$ cat src/hdl/cicb_pkg.sv
package cicb_pkg;

  // Function codes of an input transaction.
  localparam logic [1:0] FUNC_EDGE   = 2'd0;
  localparam logic [1:0] FUNC_FINISH = 2'd1;
  localparam logic [1:0] FUNC_READ   = 2'd2;

  // Result kinds.
  localparam logic [1:0] KIND_SOURCE = 2'd0;
  localparam logic [1:0] KIND_COUNT  = 2'd1;
  localparam logic [1:0] KIND_DEGREE = 2'd2;
  localparam logic [1:0] KIND_ERROR  = 2'd3;

  // Error codes.
  localparam logic [2:0] ERR_NONE       = 3'd0;
  localparam logic [2:0] ERR_ORDER      = 3'd1;
  localparam logic [2:0] ERR_DEST_RANGE = 3'd2;
  localparam logic [2:0] ERR_SRC_RANGE  = 3'd3;
  localparam logic [2:0] ERR_DEGREE_OVF = 3'd4;

  // One input transaction can cause at most this many results.
  localparam int NUM_SLOTS = 3;

  typedef struct packed {
    logic [1:0]  func;
    logic [31:0] edge_source;
    logic [31:0] edge_destination;
  } in_item_t;

  typedef struct packed {
    logic [1:0]  kind;
    logic [15:0] vertex_index;
    logic [31:0] value;
    logic [16:0] run_length;
    logic [2:0]  err_code;
    logic        last;
  } out_item_t;

  // All results of one input transaction, in output order, with a mask of those present.
  typedef struct packed {
    logic [NUM_SLOTS-1:0]            mask;
    out_item_t [NUM_SLOTS-1:0]       slot;
  } bundle_t;

  // Builds one result; index and run length keep their low bits only.
  function automatic out_item_t make_result(input logic [1:0] kind, input logic [31:0] idx,
                                            input logic [31:0] val, input logic [31:0] run,
                                            input logic [2:0] err);
    out_item_t r;
    r.kind         = kind;
    r.vertex_index = idx[15:0];
    r.value        = val;
    r.run_length   = run[16:0];
    r.err_code     = err;
    r.last         = 1'b0;
    return r;
  endfunction

endpackage

$ cat src/hdl/cicb_stream_ctrl.sv
module cicb_stream_ctrl #(
  parameter int MAX_VERTICES = 65536
) (
  input  logic                              clk,
  input  logic                              rst,
  input  logic                              in_valid,
  output logic                              in_ready,
  input  cicb_pkg::in_item_t                in_data,
  input  logic [16:0]                       num_vertices,
  input  logic                              mem_busy,
  output logic                              rd_en,
  output logic [$clog2(MAX_VERTICES)-1:0]   rd_addr,
  input  logic [31:0]                       rd_data,
  output logic                              wr_en,
  output logic [$clog2(MAX_VERTICES)-1:0]   wr_addr,
  output logic [31:0]                       wr_data,
  input  logic                              emit_can_load,
  output logic                              emit_load,
  output cicb_pkg::bundle_t                 bundle
);

  import cicb_pkg::*;

  localparam int AW = $clog2(MAX_VERTICES);
  localparam int NW = $clog2(MAX_VERTICES + 1);
  localparam logic [31:0] MAX32 = 32'(MAX_VERTICES);

  logic          s1_valid;
  in_item_t      s1_item;
  logic          s1_adv;
  logic          edge_ok;

  // Stream state.
  logic [NW-1:0] next_dest;
  logic          have_current;
  logic [AW-1:0] current_dest;
  logic [NW-1:0] current_count;
  logic          have_previous;
  logic [AW-1:0] previous_source;
  logic [AW-1:0] previous_dest;

  logic [NW-1:0] next_dest_next;
  logic          have_current_next;
  logic [AW-1:0] current_dest_next;
  logic [NW-1:0] current_count_next;
  logic          have_previous_next;
  logic [AW-1:0] previous_source_next;
  logic [AW-1:0] previous_dest_next;

  logic [NW-1:0] vb;
  logic [31:0]   vb32;
  logic [31:0]   src;
  logic [31:0]   dst;
  logic [31:0]   prev_s32;
  logic [31:0]   prev_d32;
  logic [NW-1:0] nd1;
  logic [31:0]   nd1_32;
  logic          order_bad;
  logic          dst_bad;
  logic          src_bad;
  logic          deg_full;
  logic          new_dest;

  // Input stage: the degree read is issued as the transaction is accepted.
  assign in_ready = !mem_busy && (!s1_valid || s1_adv);
  assign rd_en    = in_valid && in_ready;
  assign rd_addr  = in_data.edge_source[AW-1:0];

  always_ff @(posedge clk) begin
    if (rst) begin
      s1_valid <= 1'b0;
    end else if (in_ready) begin
      s1_valid <= in_valid;
    end
  end

  always_ff @(posedge clk) begin
    if (rd_en) begin
      s1_item <= in_data;
    end
  end

  // Effective vertex bound and the checks on the held transaction.
  always_comb begin
    vb        = (32'(num_vertices) > MAX32) ? NW'(MAX_VERTICES) : NW'(num_vertices);
    vb32      = 32'(vb);
    src       = s1_item.edge_source;
    dst       = s1_item.edge_destination;
    prev_s32  = 32'(previous_source);
    prev_d32  = 32'(previous_dest);
    order_bad = have_previous &&
                !(prev_d32 < dst || (prev_d32 == dst && prev_s32 < src));
    dst_bad   = dst >= vb32;
    src_bad   = src >= vb32;
    deg_full  = rd_data == 32'hFFFF_FFFF;
    nd1       = have_current ? next_dest + NW'(1) : next_dest;
    nd1_32    = 32'(nd1);
    new_dest  = !have_current || dst != 32'(current_dest);
  end

  // Results and next state of the held transaction.
  always_comb begin
    bundle               = '0;
    edge_ok              = 1'b0;
    next_dest_next       = next_dest;
    have_current_next    = have_current;
    current_dest_next    = current_dest;
    current_count_next   = current_count;
    have_previous_next   = have_previous;
    previous_source_next = previous_source;
    previous_dest_next   = previous_dest;
    unique case (s1_item.func)
      FUNC_EDGE: begin
        if (order_bad) begin
          bundle.mask[0] = 1'b1;
          bundle.slot[0] = make_result(KIND_ERROR, '0, '0, '0, ERR_ORDER);
        end else if (dst_bad) begin
          bundle.mask[0] = 1'b1;
          bundle.slot[0] = make_result(KIND_ERROR, '0, '0, '0, ERR_DEST_RANGE);
        end else if (src_bad) begin
          bundle.mask[0] = 1'b1;
          bundle.slot[0] = make_result(KIND_ERROR, '0, '0, '0, ERR_SRC_RANGE);
        end else if (deg_full) begin
          bundle.mask[0] = 1'b1;
          bundle.slot[0] = make_result(KIND_ERROR, '0, '0, '0, ERR_DEGREE_OVF);
        end else begin
          edge_ok              = 1'b1;
          have_previous_next   = 1'b1;
          previous_source_next = src[AW-1:0];
          previous_dest_next   = dst[AW-1:0];
          current_count_next   = current_count + NW'(1);
          if (new_dest) begin
            // Close the finished destination and any skipped ones.
            bundle.mask[0] = have_current;
            bundle.slot[0] = make_result(KIND_COUNT, 32'(next_dest), 32'(current_count),
                                         32'd1, ERR_NONE);
            if (nd1_32 < dst) begin
              bundle.mask[1] = 1'b1;
              bundle.slot[1] = make_result(KIND_COUNT, nd1_32, '0, dst - nd1_32, ERR_NONE);
            end
            next_dest_next     = (nd1_32 < dst) ? dst[NW-1:0] : nd1;
            have_current_next  = 1'b1;
            current_dest_next  = dst[AW-1:0];
            current_count_next = NW'(1);
          end
          bundle.mask[2] = 1'b1;
          bundle.slot[2] = make_result(KIND_SOURCE, dst, src, '0, ERR_NONE);
        end
      end
      FUNC_FINISH: begin
        bundle.mask[0] = have_current;
        bundle.slot[0] = make_result(KIND_COUNT, 32'(next_dest), 32'(current_count),
                                     32'd1, ERR_NONE);
        if (nd1 < vb) begin
          bundle.mask[1] = 1'b1;
          bundle.slot[1] = make_result(KIND_COUNT, nd1_32, '0, vb32 - nd1_32, ERR_NONE);
        end
        next_dest_next       = '0;
        have_current_next    = 1'b0;
        current_dest_next    = '0;
        current_count_next   = '0;
        have_previous_next   = 1'b0;
        previous_source_next = '0;
        previous_dest_next   = '0;
      end
      FUNC_READ: begin
        if (src_bad) begin
          bundle.mask[0] = 1'b1;
          bundle.slot[0] = make_result(KIND_ERROR, '0, '0, '0, ERR_SRC_RANGE);
        end else begin
          bundle.mask[2] = 1'b1;
          bundle.slot[2] = make_result(KIND_DEGREE, src, rd_data, '0, ERR_NONE);
        end
      end
      default: begin
      end
    endcase
  end

  // The held transaction moves on once its results have somewhere to go.
  assign s1_adv    = s1_valid && (bundle.mask == '0 || emit_can_load);
  assign emit_load = s1_adv && (bundle.mask != '0);

  // Out-degree increment written back as the edge retires.
  assign wr_en   = s1_adv && edge_ok;
  assign wr_addr = s1_item.edge_source[AW-1:0];
  assign wr_data = rd_data + 32'd1;

  always_ff @(posedge clk) begin
    if (rst) begin
      next_dest       <= '0;
      have_current    <= 1'b0;
      current_dest    <= '0;
      current_count   <= '0;
      have_previous   <= 1'b0;
      previous_source <= '0;
      previous_dest   <= '0;
    end else if (s1_adv) begin
      next_dest       <= next_dest_next;
      have_current    <= have_current_next;
      current_dest    <= current_dest_next;
      current_count   <= current_count_next;
      have_previous   <= have_previous_next;
      previous_source <= previous_source_next;
      previous_dest   <= previous_dest_next;
    end
  end

  a_open_dest_is_next : assert property (@(posedge clk) disable iff (rst)
    have_current |-> next_dest == NW'(current_dest) && previous_dest == current_dest)
    else $error("open destination differs from the count position");

  a_finish_clears : assert property (@(posedge clk) disable iff (rst)
    s1_adv && s1_item.func == FUNC_FINISH |=>
      next_dest == '0 && !have_current && !have_previous)
    else $error("stream state not cleared after finish");

endmodule

$ cat config.mk
export PLATFORM = sky130hd
export DESIGN_NAME = cicb_stream_ctrl
export DESIGN_NICKNAME = d
export VERILOG_FILES = /design/src/hdl/cicb_pkg.sv /design/src/hdl/cicb_stream_ctrl.sv
export SDC_FILE = /design/constraint.sdc
export NUM_CORES = 1
export LEC_CHECK = 0
export ABC_AREA = 1
export BUFFER_PORTS_ARGS = -buffer_cell sky130_fd_sc_hd__buf_2
export CORE_UTILIZATION = 55
export DETAILED_ROUTE_END_ITERATION = 16
export PLACE_DENSITY = 0.86
export SYNTH_ARGS = -nofsm -noshare
export SYNTH_HDL_FRONTEND = slang
export SYNTH_SLANG_ARGS = --single-unit
$ cat constraint.sdc
create_clock -name clk -period 13.78 [get_ports clk]
set_input_delay 0.689 -clock clk [delete_from_list [all_inputs] [get_ports clk]]
set_output_delay 0.689 -clock clk [all_outputs]
set_load 0.01 [all_outputs]
==> metrics.cfg, run 1 <==
[yosys]
synth.distinct_cells = 50
synth.ff_latch_count = 151
synth-xor-area-share = 0.0567
synth-warning-count = 0
syn_avg_cell_area_um2 = 6.82
synthSimpleGateAreaFrac = 0.275
synth_mux_area_frac = 0
synth-adder-area-share = 0.114
synth_compound_area_frac = 0.109
seq_area_frac_synth = 0.277
synth_top_family_by_area = simple AND/OR/NAND/NOR gates
synth_area_mm2 = 0.0133
netlist_instances = 1946

[clock_network]
clk_pin_slew_ns = 0.07
cts_buffer_depth = 2
cts_tree = yes
htree_num_levels = 4
cts_buffers = 17
insertion_delay_ns = 0.43
cts_setup_buffers = 0
cts_root_buf = clkbuf_16
clock-sinks = 151
cts_hold_buf = 0
cts_resized = 0

[floorplanning]
dieWidth_um = 157
die_area_mm2 = 0.0248
io_pins = 404
die-height_um = 157
core_area_mm2 = 0.0235
start_util = 0.564
rows = 56

[routing]
drt-wirelength-per-cell_um = 19.5
routed_wl_um = 49400
dr.pass1.iters = 7
vias_per_cell = 5.43
ant_nets = 0
drc = 0
route.vias.total = 13800
first_iter_violations = 1359

[timing]
setup_viol = 0
fin_skew_ns = 0.00959
relSlewSlack = 0.233
holdWs_ns = 0.432
finalHoldViolations = 0
grt_setup_unrepaired = no
worstMarginPinSlew_ns = 1.14
tns_ns = 0
period_share = 0.519
slew_violations = 0
clock.fmax_mhz = 140
fin_crit_ns = 7.15

[critical_path]
critPathMaxStageDelay_ns = 0.63
required_ns = 13.09
crit_type = reg -> out
path_common_cell = nand2_1
worst-path-max-fanout = 67
arrival_ns = 6.46
cpMaxStageDelayCell = buf_4
cp-start-kind = register
cp-end-kind = output pin

[power]
ir_worst_vdd_mv = 0.0909
p_leak_nw = 7.93
p_per_area_mw_per_mm2 = 80.0

[global_routing]
grt_pass1_vias = 12400
grt_pass1_wl_um = 71400
antenna_found_initial = 4
gr-usage-all-layers = 0.396
grt-ovfl-total = 0
grt_max_degree = 68

[job]
cap_viol_max_count = 0

[cells_and_area]
final_cell_mix = nand2_1 (427), buf_2 (312), nor2_1 (303)
final-seq-area_mm2 = 0.00368
drive_gt1_frac = 0.174
multi_input_area_mm2 = 0.00771
fillers = 2092
fin_cells = 2536
synthToLayoutAreaGrowth_pct = 13.5
mostFrequentLayoutCell = nand2_1
nets = 2439

[run_status]
status = finished, final reports clean

[placement]
gp_congestion = 1.00
post-place-cells = 2499
dpl.hpwl_um = 38100
port_buffers = 312

[min_path]
hold_class = in -> reg

-- cells in the mapped netlist, drive strengths merged --
master | n | area, um2
xnor2 | 25 | 219
nand4 | 24 | 208
a311oi | 1 | 8.76
o31ai | 3 | 22.5
fa | 2 | 40.0
nand3b | 4 | 30.0
a211oi | 4 | 30.0
and2 | 2 | 12.5
xor2 | 61 | 534
nor4 | 16 | 100
inv | 273 | 1020
clkinv | 3 | 11.3
a21o | 3 | 22.5
nand2 | 431 | 1640
conb | 1 | 3.75
a221o | 1 | 10.0
o21bai | 33 | 248
nor4b | 1 | 15.0
a31oi | 3 | 18.8
a2111oi | 1 | 8.76
nor2 | 313 | 1210
o41ai | 1 | 8.76
a41oi | 1 | 8.76
o21ai | 49 | 245
edfxtp | 66 | 1980
buf | 148 | 1070
nor3 | 48 | 245
and3 | 1 | 6.26
o32ai | 1 | 8.76
o22ai | 13 | 81.3
clkbuf | 32 | 120
o221ai | 1 | 8.76
ha | 118 | 1480
nand3 | 37 | 185
a21oi | 137 | 693
o21a | 3 | 22.5
dfxtp | 85 | 1700
-- kinds of logic after synthesis --
| logic type | after synthesis |
|---|---|
| simple gates | 877 |
| buf+inv | 456 |
| xor+xnor | 86 |
| fa+ha+maj | 120 |
| other cells | 1 |
| flops | 151 |
| compound gates | 255 |
-- worst paths after layout --
path	start	endpoint	slack, ns	cells after the start
worst max-delay path	have_current	rd_en	6.63	32
worst min-delay path	in_data[56]	src[24]	0.43	1
worst max register to register	have_current	previous_dest[8]	7.46	30
worst min register to register	have_previous	have_previous	0.50	2
-- stage by stage --
stage / power [mW] / instance area [um2] / util / setup slack, ns
2_1_floorplan: 0.678 / 13600 / - / 8.20
3_3_place_gp: 0.744 / 14500 / 0.615 / 7.37
3_5_place_dp: 0.748 / 14500 / 0.615 / 7.20
4_1_cts: 1.20 / 15100 / 0.640 / 6.71
5_1_grt: 1.25 / 15100 / 0.640 / 6.04
6_report: 1.21 / 15100 / 0.640 / 6.63
-- flip-flops by register name, summed over array words and instances (netlist names) --
signal and count:
have_previous 1, next_dest 17, previous_source 16, s1_valid 1, previous_dest 16, src 32
current_count 17, have_current 1, dst 32, s1_item 2, current_dest 16
-- power breakdown --
part	internal [mW]	switching, mW	leakage (nW)
combinational	0.0821	0.164	6.34
sequential	0.483	0.0192	1.31
clock	0.242	0.214	0.284
-- cell type report --
cell class,instances,area share
Multi-Input combinational cell,1429,0.511
Timing Repair Buffer,324,0.110
Sequential cell,151,0.244
Inverter,276,0.0687
Antenna cell,5,0.000830
Clock inverter,15,0.0103
Clock buffer,17,0.0282
Tap cell,319,0.0265
-- layer usage --
metal | vias up | track usage | routed length (um)
met5 | - | 0 | 0
met4 | 0 | 0.353 | 5200
met3 | 232 | 0.0584 | 4930
met2 | 861 | 0.628 | 21500
met1 | 6186 | 0.466 | 17800
li1 | 6493 | - | -
-- worst max-delay path: cells and delay by family (launching register included) --
| kind | cells | cell delay [ns] |
|---|---|---|
| flops | 1 | 0.47 |
| buf+inv | 9 | 1.75 |
| xor+xnor | 1 | 0.36 |
| fa+ha+maj | 1 | 0.37 |
| simple gates | 21 | 2.99 |
(Power assumes the default switching activity.)
==> run 2: changes to the inputs <==
--- a/config.mk
+++ b/config.mk
@@ -7,9 +7,9 @@
 export LEC_CHECK = 0
 export ABC_AREA = 1
 export BUFFER_PORTS_ARGS = -buffer_cell sky130_fd_sc_hd__buf_2
-export CORE_UTILIZATION = 55
+export CORE_UTILIZATION = 48
 export DETAILED_ROUTE_END_ITERATION = 16
-export PLACE_DENSITY = 0.86
+export PLACE_DENSITY = 0.79
 export SYNTH_ARGS = -nofsm -noshare
 export SYNTH_HDL_FRONTEND = slang
 export SYNTH_SLANG_ARGS = --single-unit
==> constraint.sdc (replaced) <==
create_clock -name clk -period 5.8 [get_ports clk]
set_input_delay 0.29 -clock clk [delete_from_list [all_inputs] [get_ports clk]]
set_output_delay 0.29 -clock clk [all_outputs]
set_load 0.01 [all_outputs]
==> run 2 against run 1 <==
First-iteration DRC count grew 11%. Sequential share of layout area is 0.28 points lower. Setup slack worse by 6.1 ns. Design area rose by 1.1%. Final cell count is 1.3% higher. Non-clock buffer count increased by 13. Die area is 14% higher. Largest cell class unchanged.
==> metrics.cfg, run 2 (synthesis results as in run 1) <==
[timing]
fin_skew_ns = 0.0120  ; was 0.00959 ns
tns_ns = 0  ; unchanged
finalHoldViolations = 0  ; unchanged
slew_violations = 0  ; unchanged
setup_slack_ns = 0.571  ; was 6.63 ns
holdWs_ns = 0.0212  ; was 0.432 ns
setup_viol = 0  ; unchanged
fin_crit_ns = 5.23
period_share = 0.902
relSlewSlack = 0.283  ; was 0.233
grt_setup_unrepaired = no  ; unchanged
clock.fmax_mhz = 191
worstMarginPinSlew_ns = 1.07  ; was 1.14 ns

[power]
ir_worst_vdd_mv = 0.211  ; was 0.0909 mV
combPwrFrac = 0.199  ; was 0.205
p_clk_frac = 0.394  ; was 0.379
netSwitchingFraction = 0.318  ; was 0.330
p_int_mw = 2.00  ; was 0.808 mW
p_seq_frac = 0.407  ; was 0.417
p_switching_mw = 0.933  ; was 0.397 mW
p_leak_nw = 8.01  ; was 7.93 nW
p_per_area_mw_per_mm2 = 192  ; was 80.0 mW/mm2

[floorplanning]
core_area_mm2 = 0.0270  ; was 0.0235 mm2
dieWidth_um = 168  ; was 157 um
io_pins = 404  ; unchanged
rows = 60  ; was 56
start_util = 0.491  ; was 0.564
die-height_um = 168  ; was 157 um
die_area_mm2 = 0.0283  ; was 0.0248 mm2

[cells_and_area]
final_cell_mix = nand2_1 (427), buf_2 (312), nor2_1 (303)  ; unchanged
nets = 2452  ; was 2439
synthToLayoutAreaGrowth_pct = 14.8  ; was 13.5%
drive_gt1_frac = 0.179  ; was 0.174
mostFrequentLayoutCell = nand2_1  ; unchanged

[critical_path]
critPathMaxStageDelay_ns = 0.46  ; was 0.63 ns
cp-start-kind = register  ; unchanged
path_common_cell = nand2_1  ; unchanged
worst-path-max-fanout = 37  ; was 67
arrival_ns = 4.94  ; was 6.46 ns
crit_type = reg -> out  ; unchanged
required_ns = 5.51  ; was 13.09 ns
cp-end-kind = output pin  ; unchanged
cpMaxStageDelayCell = dfxtp_1  ; was buf_4

[clock_network]
clk_pin_slew_ns = 0.07  ; about the same
insertion_delay_ns = 0.44  ; was 0.43 ns
cts_hold_buf = 0  ; unchanged
cts_setup_buffers = 0  ; unchanged
cts_buffer_depth = 2  ; unchanged
cts_tree = yes  ; unchanged
cts_root_buf = clkbuf_16  ; unchanged
cts_buffers = 17  ; unchanged
clock-sinks = 151  ; unchanged
htree_num_levels = 4  ; unchanged

[routing]
route.vias.total = 13800  ; about the same
dr.pass1.iters = 7  ; unchanged
drt-wirelength-per-cell_um = 19.6  ; was 19.5 um
vias_per_cell = 5.36  ; was 5.43
drc = 0  ; unchanged
ant_nets = 0  ; unchanged
routed_wl_um = 50400  ; was 49400 um
first_iter_violations = 1504  ; was 1359

[global_routing]
antenna_found_initial = 2  ; was 4
grt_max_degree = 68  ; unchanged
grt-ovfl-total = 0  ; unchanged
gr-usage-all-layers = 0.347  ; was 0.396
grt_pass1_vias = 12400  ; about the same
grt_pass1_wl_um = 73000  ; was 71400 um

[run_status]
status = finished, final reports clean  ; unchanged

[min_path]
hold_class = in -> reg  ; unchanged

[placement]
port_buffers = 312  ; unchanged
dpl.hpwl_um = 39600  ; was 38100 um
gp_congestion = 0.993  ; was 1.00
post-place-ws_ns = 0.373  ; was 7.20 ns

[job]
cap_viol_max_count = 0  ; unchanged

[run 2: changes by cell type in the layout (fill, tap and decap cells not counted), sizes merged]
cell    delta
clkinv     -2
bufinv     +2
inv        -1
diode      -2
buf       +13
clkbuf     +1
[run 2: worst paths after layout]
kind / from / end / slack [ns] / depth (start not counted)
min reg2reg: have_previous / have_previous / 0.51 / 2
min: in_data[29] / dst[29] / 0.02 / 1
max reg2reg: have_current / next_dest[14] / 0.67 / 29
max: have_current / rd_en / 0.57 / 31
[run 2: critical path: cells and delay by family (launching register included)]
family	cells	cell delay (ns)
and+or+nand+nor	21	2.36
buffers and inverters	8	1.04
DFF	1	0.46
adders and majority gates	1	0.36
xor gates and xnor gates	1	0.28
[run 2: per-layer routing]
layer / vias up / wire length [um] / track usage
met2: 780 / 22900 / 0.559
met3: 136 / 4520 / 0.0691
met1: 6336 / 19500 / 0.422
met5: - / 0 / 0
li1: 6511 / - / -
met4: 0 / 3510 / 0.227
[run 2: power groups by stage]
stage | Combinational, mW | Sequential (mW) | Clock (mW)
2_1_floorplan | 0.417 | 1.19 | 0
3_3_place_gp | 0.565 | 1.21 | 0
3_5_place_dp | 0.571 | 1.21 | 0
4_1_cts | 0.576 | 1.19 | 1.16
5_1_grt | 0.640 | 1.19 | 1.20
6_report | 0.585 | 1.19 | 1.16
[run 2: area by class of cell]
cell class                 instances  area [um2]
tap                              341         427
sequential                       151        3680
multi-input combinational       1429        7710
timing repair buffer             337        1760
clock buffer                      18         429
fill                            2607       11800
inverter                         276        1040
antenna                            3        7.51
clock inverter                    14         179
[run 2: metrics by stage]
stage | cells | power [mW] | utilization | instance area [um2]
6_report | 2569 | 2.93 | 0.564 | 15200
3_3_place_gp | 2534 | 1.78 | 0.541 | 14600
4_1_cts | 2566 | 2.92 | 0.563 | 15200
2_1_floorplan | 2036 | 1.61 | - | 13600
3_5_place_dp | 2534 | 1.78 | 0.541 | 14600
5_1_grt | 2568 | 3.04 | 0.564 | 15200
[run 2: what timing repair did]
| action | CTS | global route |
|---|---|---|
| gates resized for setup | 0 | 4 |
| setup endpoints to repair | 0 | 33 |
| endpoints found under the hold margin | 0 | 0 |
==> run 3: changes to the inputs <==
--- a/config.mk
+++ b/config.mk
@@ -7,7 +7,9 @@
 export LEC_CHECK = 0
 export ABC_AREA = 1
 export BUFFER_PORTS_ARGS = -buffer_cell sky130_fd_sc_hd__buf_2
+export CAP_MARGIN = 30
 export CORE_UTILIZATION = 48
+export CTS_BUF_LIST = sky130_fd_sc_hd__clkbuf_4 sky130_fd_sc_hd__clkbuf_8 sky130_fd_sc_hd__clkbuf_16
 export DETAILED_ROUTE_END_ITERATION = 16
 export PLACE_DENSITY = 0.79
 export SYNTH_ARGS = -nofsm -noshare
==> run 3 against run 2 <==
Core utilization up 0.065 points. Setup slack worse by 0.073 ns. Via count about the same. Global-route usage about the same. Critical path depth unchanged. Register-to-register slack worse by 0.06 ns. Total power about the same. Clock power about the same. Count of clock-buffer cells in the layout down 1. Critical endpoint unchanged. Largest power group unchanged.
==> metrics.cfg, run 3 (synthesis results as in run 1) <==
[critical_path]
arrival_ns = 5.01  ; was 4.94 ns
r2r_slack_ns = 0.61  ; was 0.67 ns
cp-start-kind = register  ; unchanged
rr_startpoint = have_current  ; unchanged
crit_type = reg -> out  ; unchanged
crit_end = rd_en  ; unchanged
worst_r2r_path_depth = 29  ; unchanged
cp-end-kind = output pin  ; unchanged
path_common_cell = nand2_1  ; unchanged
required_ns = 5.51  ; about the same
worst-path-max-fanout = 37  ; unchanged
cpMaxStageDelayCell = dfxtp_1  ; unchanged
reg2reg_to = next_dest[2]  ; was next_dest[14]
worstSetupStartpoint = have_current  ; unchanged
critPathMaxStageDelay_ns = 0.47  ; was 0.46 ns

[cells_and_area]
fin_cells = 2569  ; unchanged
final_cell_mix = nand2_1 (427), buf_2 (312), nor2_1 (303)  ; unchanged
nets = 2453  ; was 2452
drive_gt1_frac = 0.179  ; about the same
synthToLayoutAreaGrowth_pct = 14.9  ; was 14.8%
mostFrequentLayoutCell = nand2_1  ; unchanged
fin_util = 0.565  ; was 0.564

[routing]
routed_wl_um = 50000  ; was 50400 um
dr.pass1.iters = 6  ; was 7
first_iter_violations = 1453  ; was 1504
ant_nets = 0  ; unchanged
route.vias.total = 13800  ; about the same
vias_per_cell = 5.36  ; about the same
drc = 0  ; unchanged
drt-wirelength-per-cell_um = 19.4  ; was 19.6 um

[floorplanning]
die_area_mm2 = 0.0283  ; unchanged
rows = 60  ; unchanged
start_util = 0.491  ; unchanged
io_pins = 404  ; unchanged
core_area_mm2 = 0.0270  ; unchanged
dieWidth_um = 168  ; unchanged
die-height_um = 168  ; unchanged

[timing]
grt_setup_unrepaired = no  ; unchanged
slew_violations = 0  ; unchanged
finalHoldViolations = 0  ; unchanged
setup_viol = 0  ; unchanged
clock.fmax_mhz = 189  ; was 191 MHz
worstMarginPinSlew_ns = 0.978  ; was 1.07 ns
relSlewSlack = 0.347  ; was 0.283
fin_crit_ns = 5.30  ; was 5.23 ns
fin_skew_ns = 0.00810  ; was 0.0120 ns
period_share = 0.914  ; was 0.902
tns_ns = 0  ; unchanged

[placement]
gp_congestion = 0.993  ; unchanged
port_buffers = 312  ; unchanged
post-place-cells = 2535  ; was 2534
dpl.hpwl_um = 39600  ; about the same

[run_status]
status = finished, final reports clean  ; unchanged

[power]
netSwitchingFraction = 0.318  ; about the same
p_leak_nw = 8.03  ; was 8.01 nW
combPwrFrac = 0.199  ; about the same
p_switching_mw = 0.931  ; was 0.933 mW
p_per_area_mw_per_mm2 = 192  ; about the same
ir_worst_vdd_mv = 0.266  ; was 0.211 mV
p_int_mw = 2.00  ; about the same
p_seq_frac = 0.407  ; about the same
p_clk_frac = 0.394  ; about the same
power.total_mw = 2.93  ; about the same

[clock_network]
cts_setup_buffers = 0  ; unchanged
clk_pin_slew_ns = 0.07  ; about the same
insertion_delay_ns = 0.44  ; about the same
cts_tree = yes  ; unchanged
htree_num_levels = 4  ; unchanged
cts_resized = 0  ; unchanged
cts_hold_buf = 0  ; unchanged
cts_buffer_depth = 2  ; unchanged
cts_root_buf = clkbuf_16  ; unchanged
cts_buffers = 17  ; unchanged
clock-sinks = 151  ; unchanged

[global_routing]
antenna_found_initial = 1  ; was 2
gr-usage-all-layers = 0.346  ; was 0.347
grt_pass1_vias = 12300  ; was 12400
grt-ovfl-total = 0  ; unchanged
grt_max_degree = 68  ; unchanged
grt_pass1_wl_um = 73000  ; about the same

[min_path]
hold_class = in -> reg  ; unchanged

[job]
cap_viol_max_count = 0  ; unchanged

## run 3: final cells by class
type | count | area [um2]
clock buffers | 17 | 425
fillers | 2558 | 11800
diodes | 2 | 5.00
inverters | 276 | 1040
repair buffers | 338 | 1780
clock inverters | 15 | 183
multi-input cells | 1429 | 7710
well taps | 341 | 427
flip-flops and latches | 151 | 3680
## run 3: critical path, delay by kind of cell (launching register included)
family	cells	cell delay (ns)
XOR/XNOR	1	0.28
adder cells (fa/ha/maj)	1	0.36
flip-flops	1	0.47
buffers and inverters	8	1.05
AND/OR/NAND/NOR	21	2.38
## run 3: worst min path at each step
stage,cells after the start,from,end
2_1_floorplan,0,in_data[0],dst[0]
3_3_place_gp,1,in_data[12],dst[12]
3_5_place_dp,1,in_data[29],dst[29]
4_1_cts,1,in_data[29],dst[29]
5_1_grt,1,in_data[65],s1_item[65]
6_report,1,in_data[52],src[20]
## run 3: routing by layer
| metal | vias to the layer above | wire, um | track usage |
|---|---|---|---|
| met5 | - | 0 | 0 |
| met4 | 0 | 3280 | 0.213 |
| met3 | 134 | 4590 | 0.0623 |
| met2 | 804 | 22800 | 0.564 |
| met1 | 6304 | 19300 | 0.425 |
| li1 | 6522 | - | - |
## run 3: power groups by stage
stage	registers (mW)	clock network [mW]	logic (mW)
3_3_place_gp	1.21	0	0.565
3_5_place_dp	1.21	0	0.572
2_1_floorplan	1.19	0	0.417
6_report	1.19	1.15	0.585
5_1_grt	1.19	1.21	0.641
4_1_cts	1.19	1.16	0.576
## run 3: metrics by stage
stage / hold slack (ns) / cell area (um2) / setup slack, ns
after floorplan: 0.389 / 13600 / 0.484
after global placement: 0.467 / 14600 / 0.538
after detailed placement: 0.468 / 14600 / 0.360
after CTS: 0.0106 / 15200 / 0.153
after global routing: 0.00213 / 15300 / 0.00753
final: 0.0224 / 15300 / 0.498
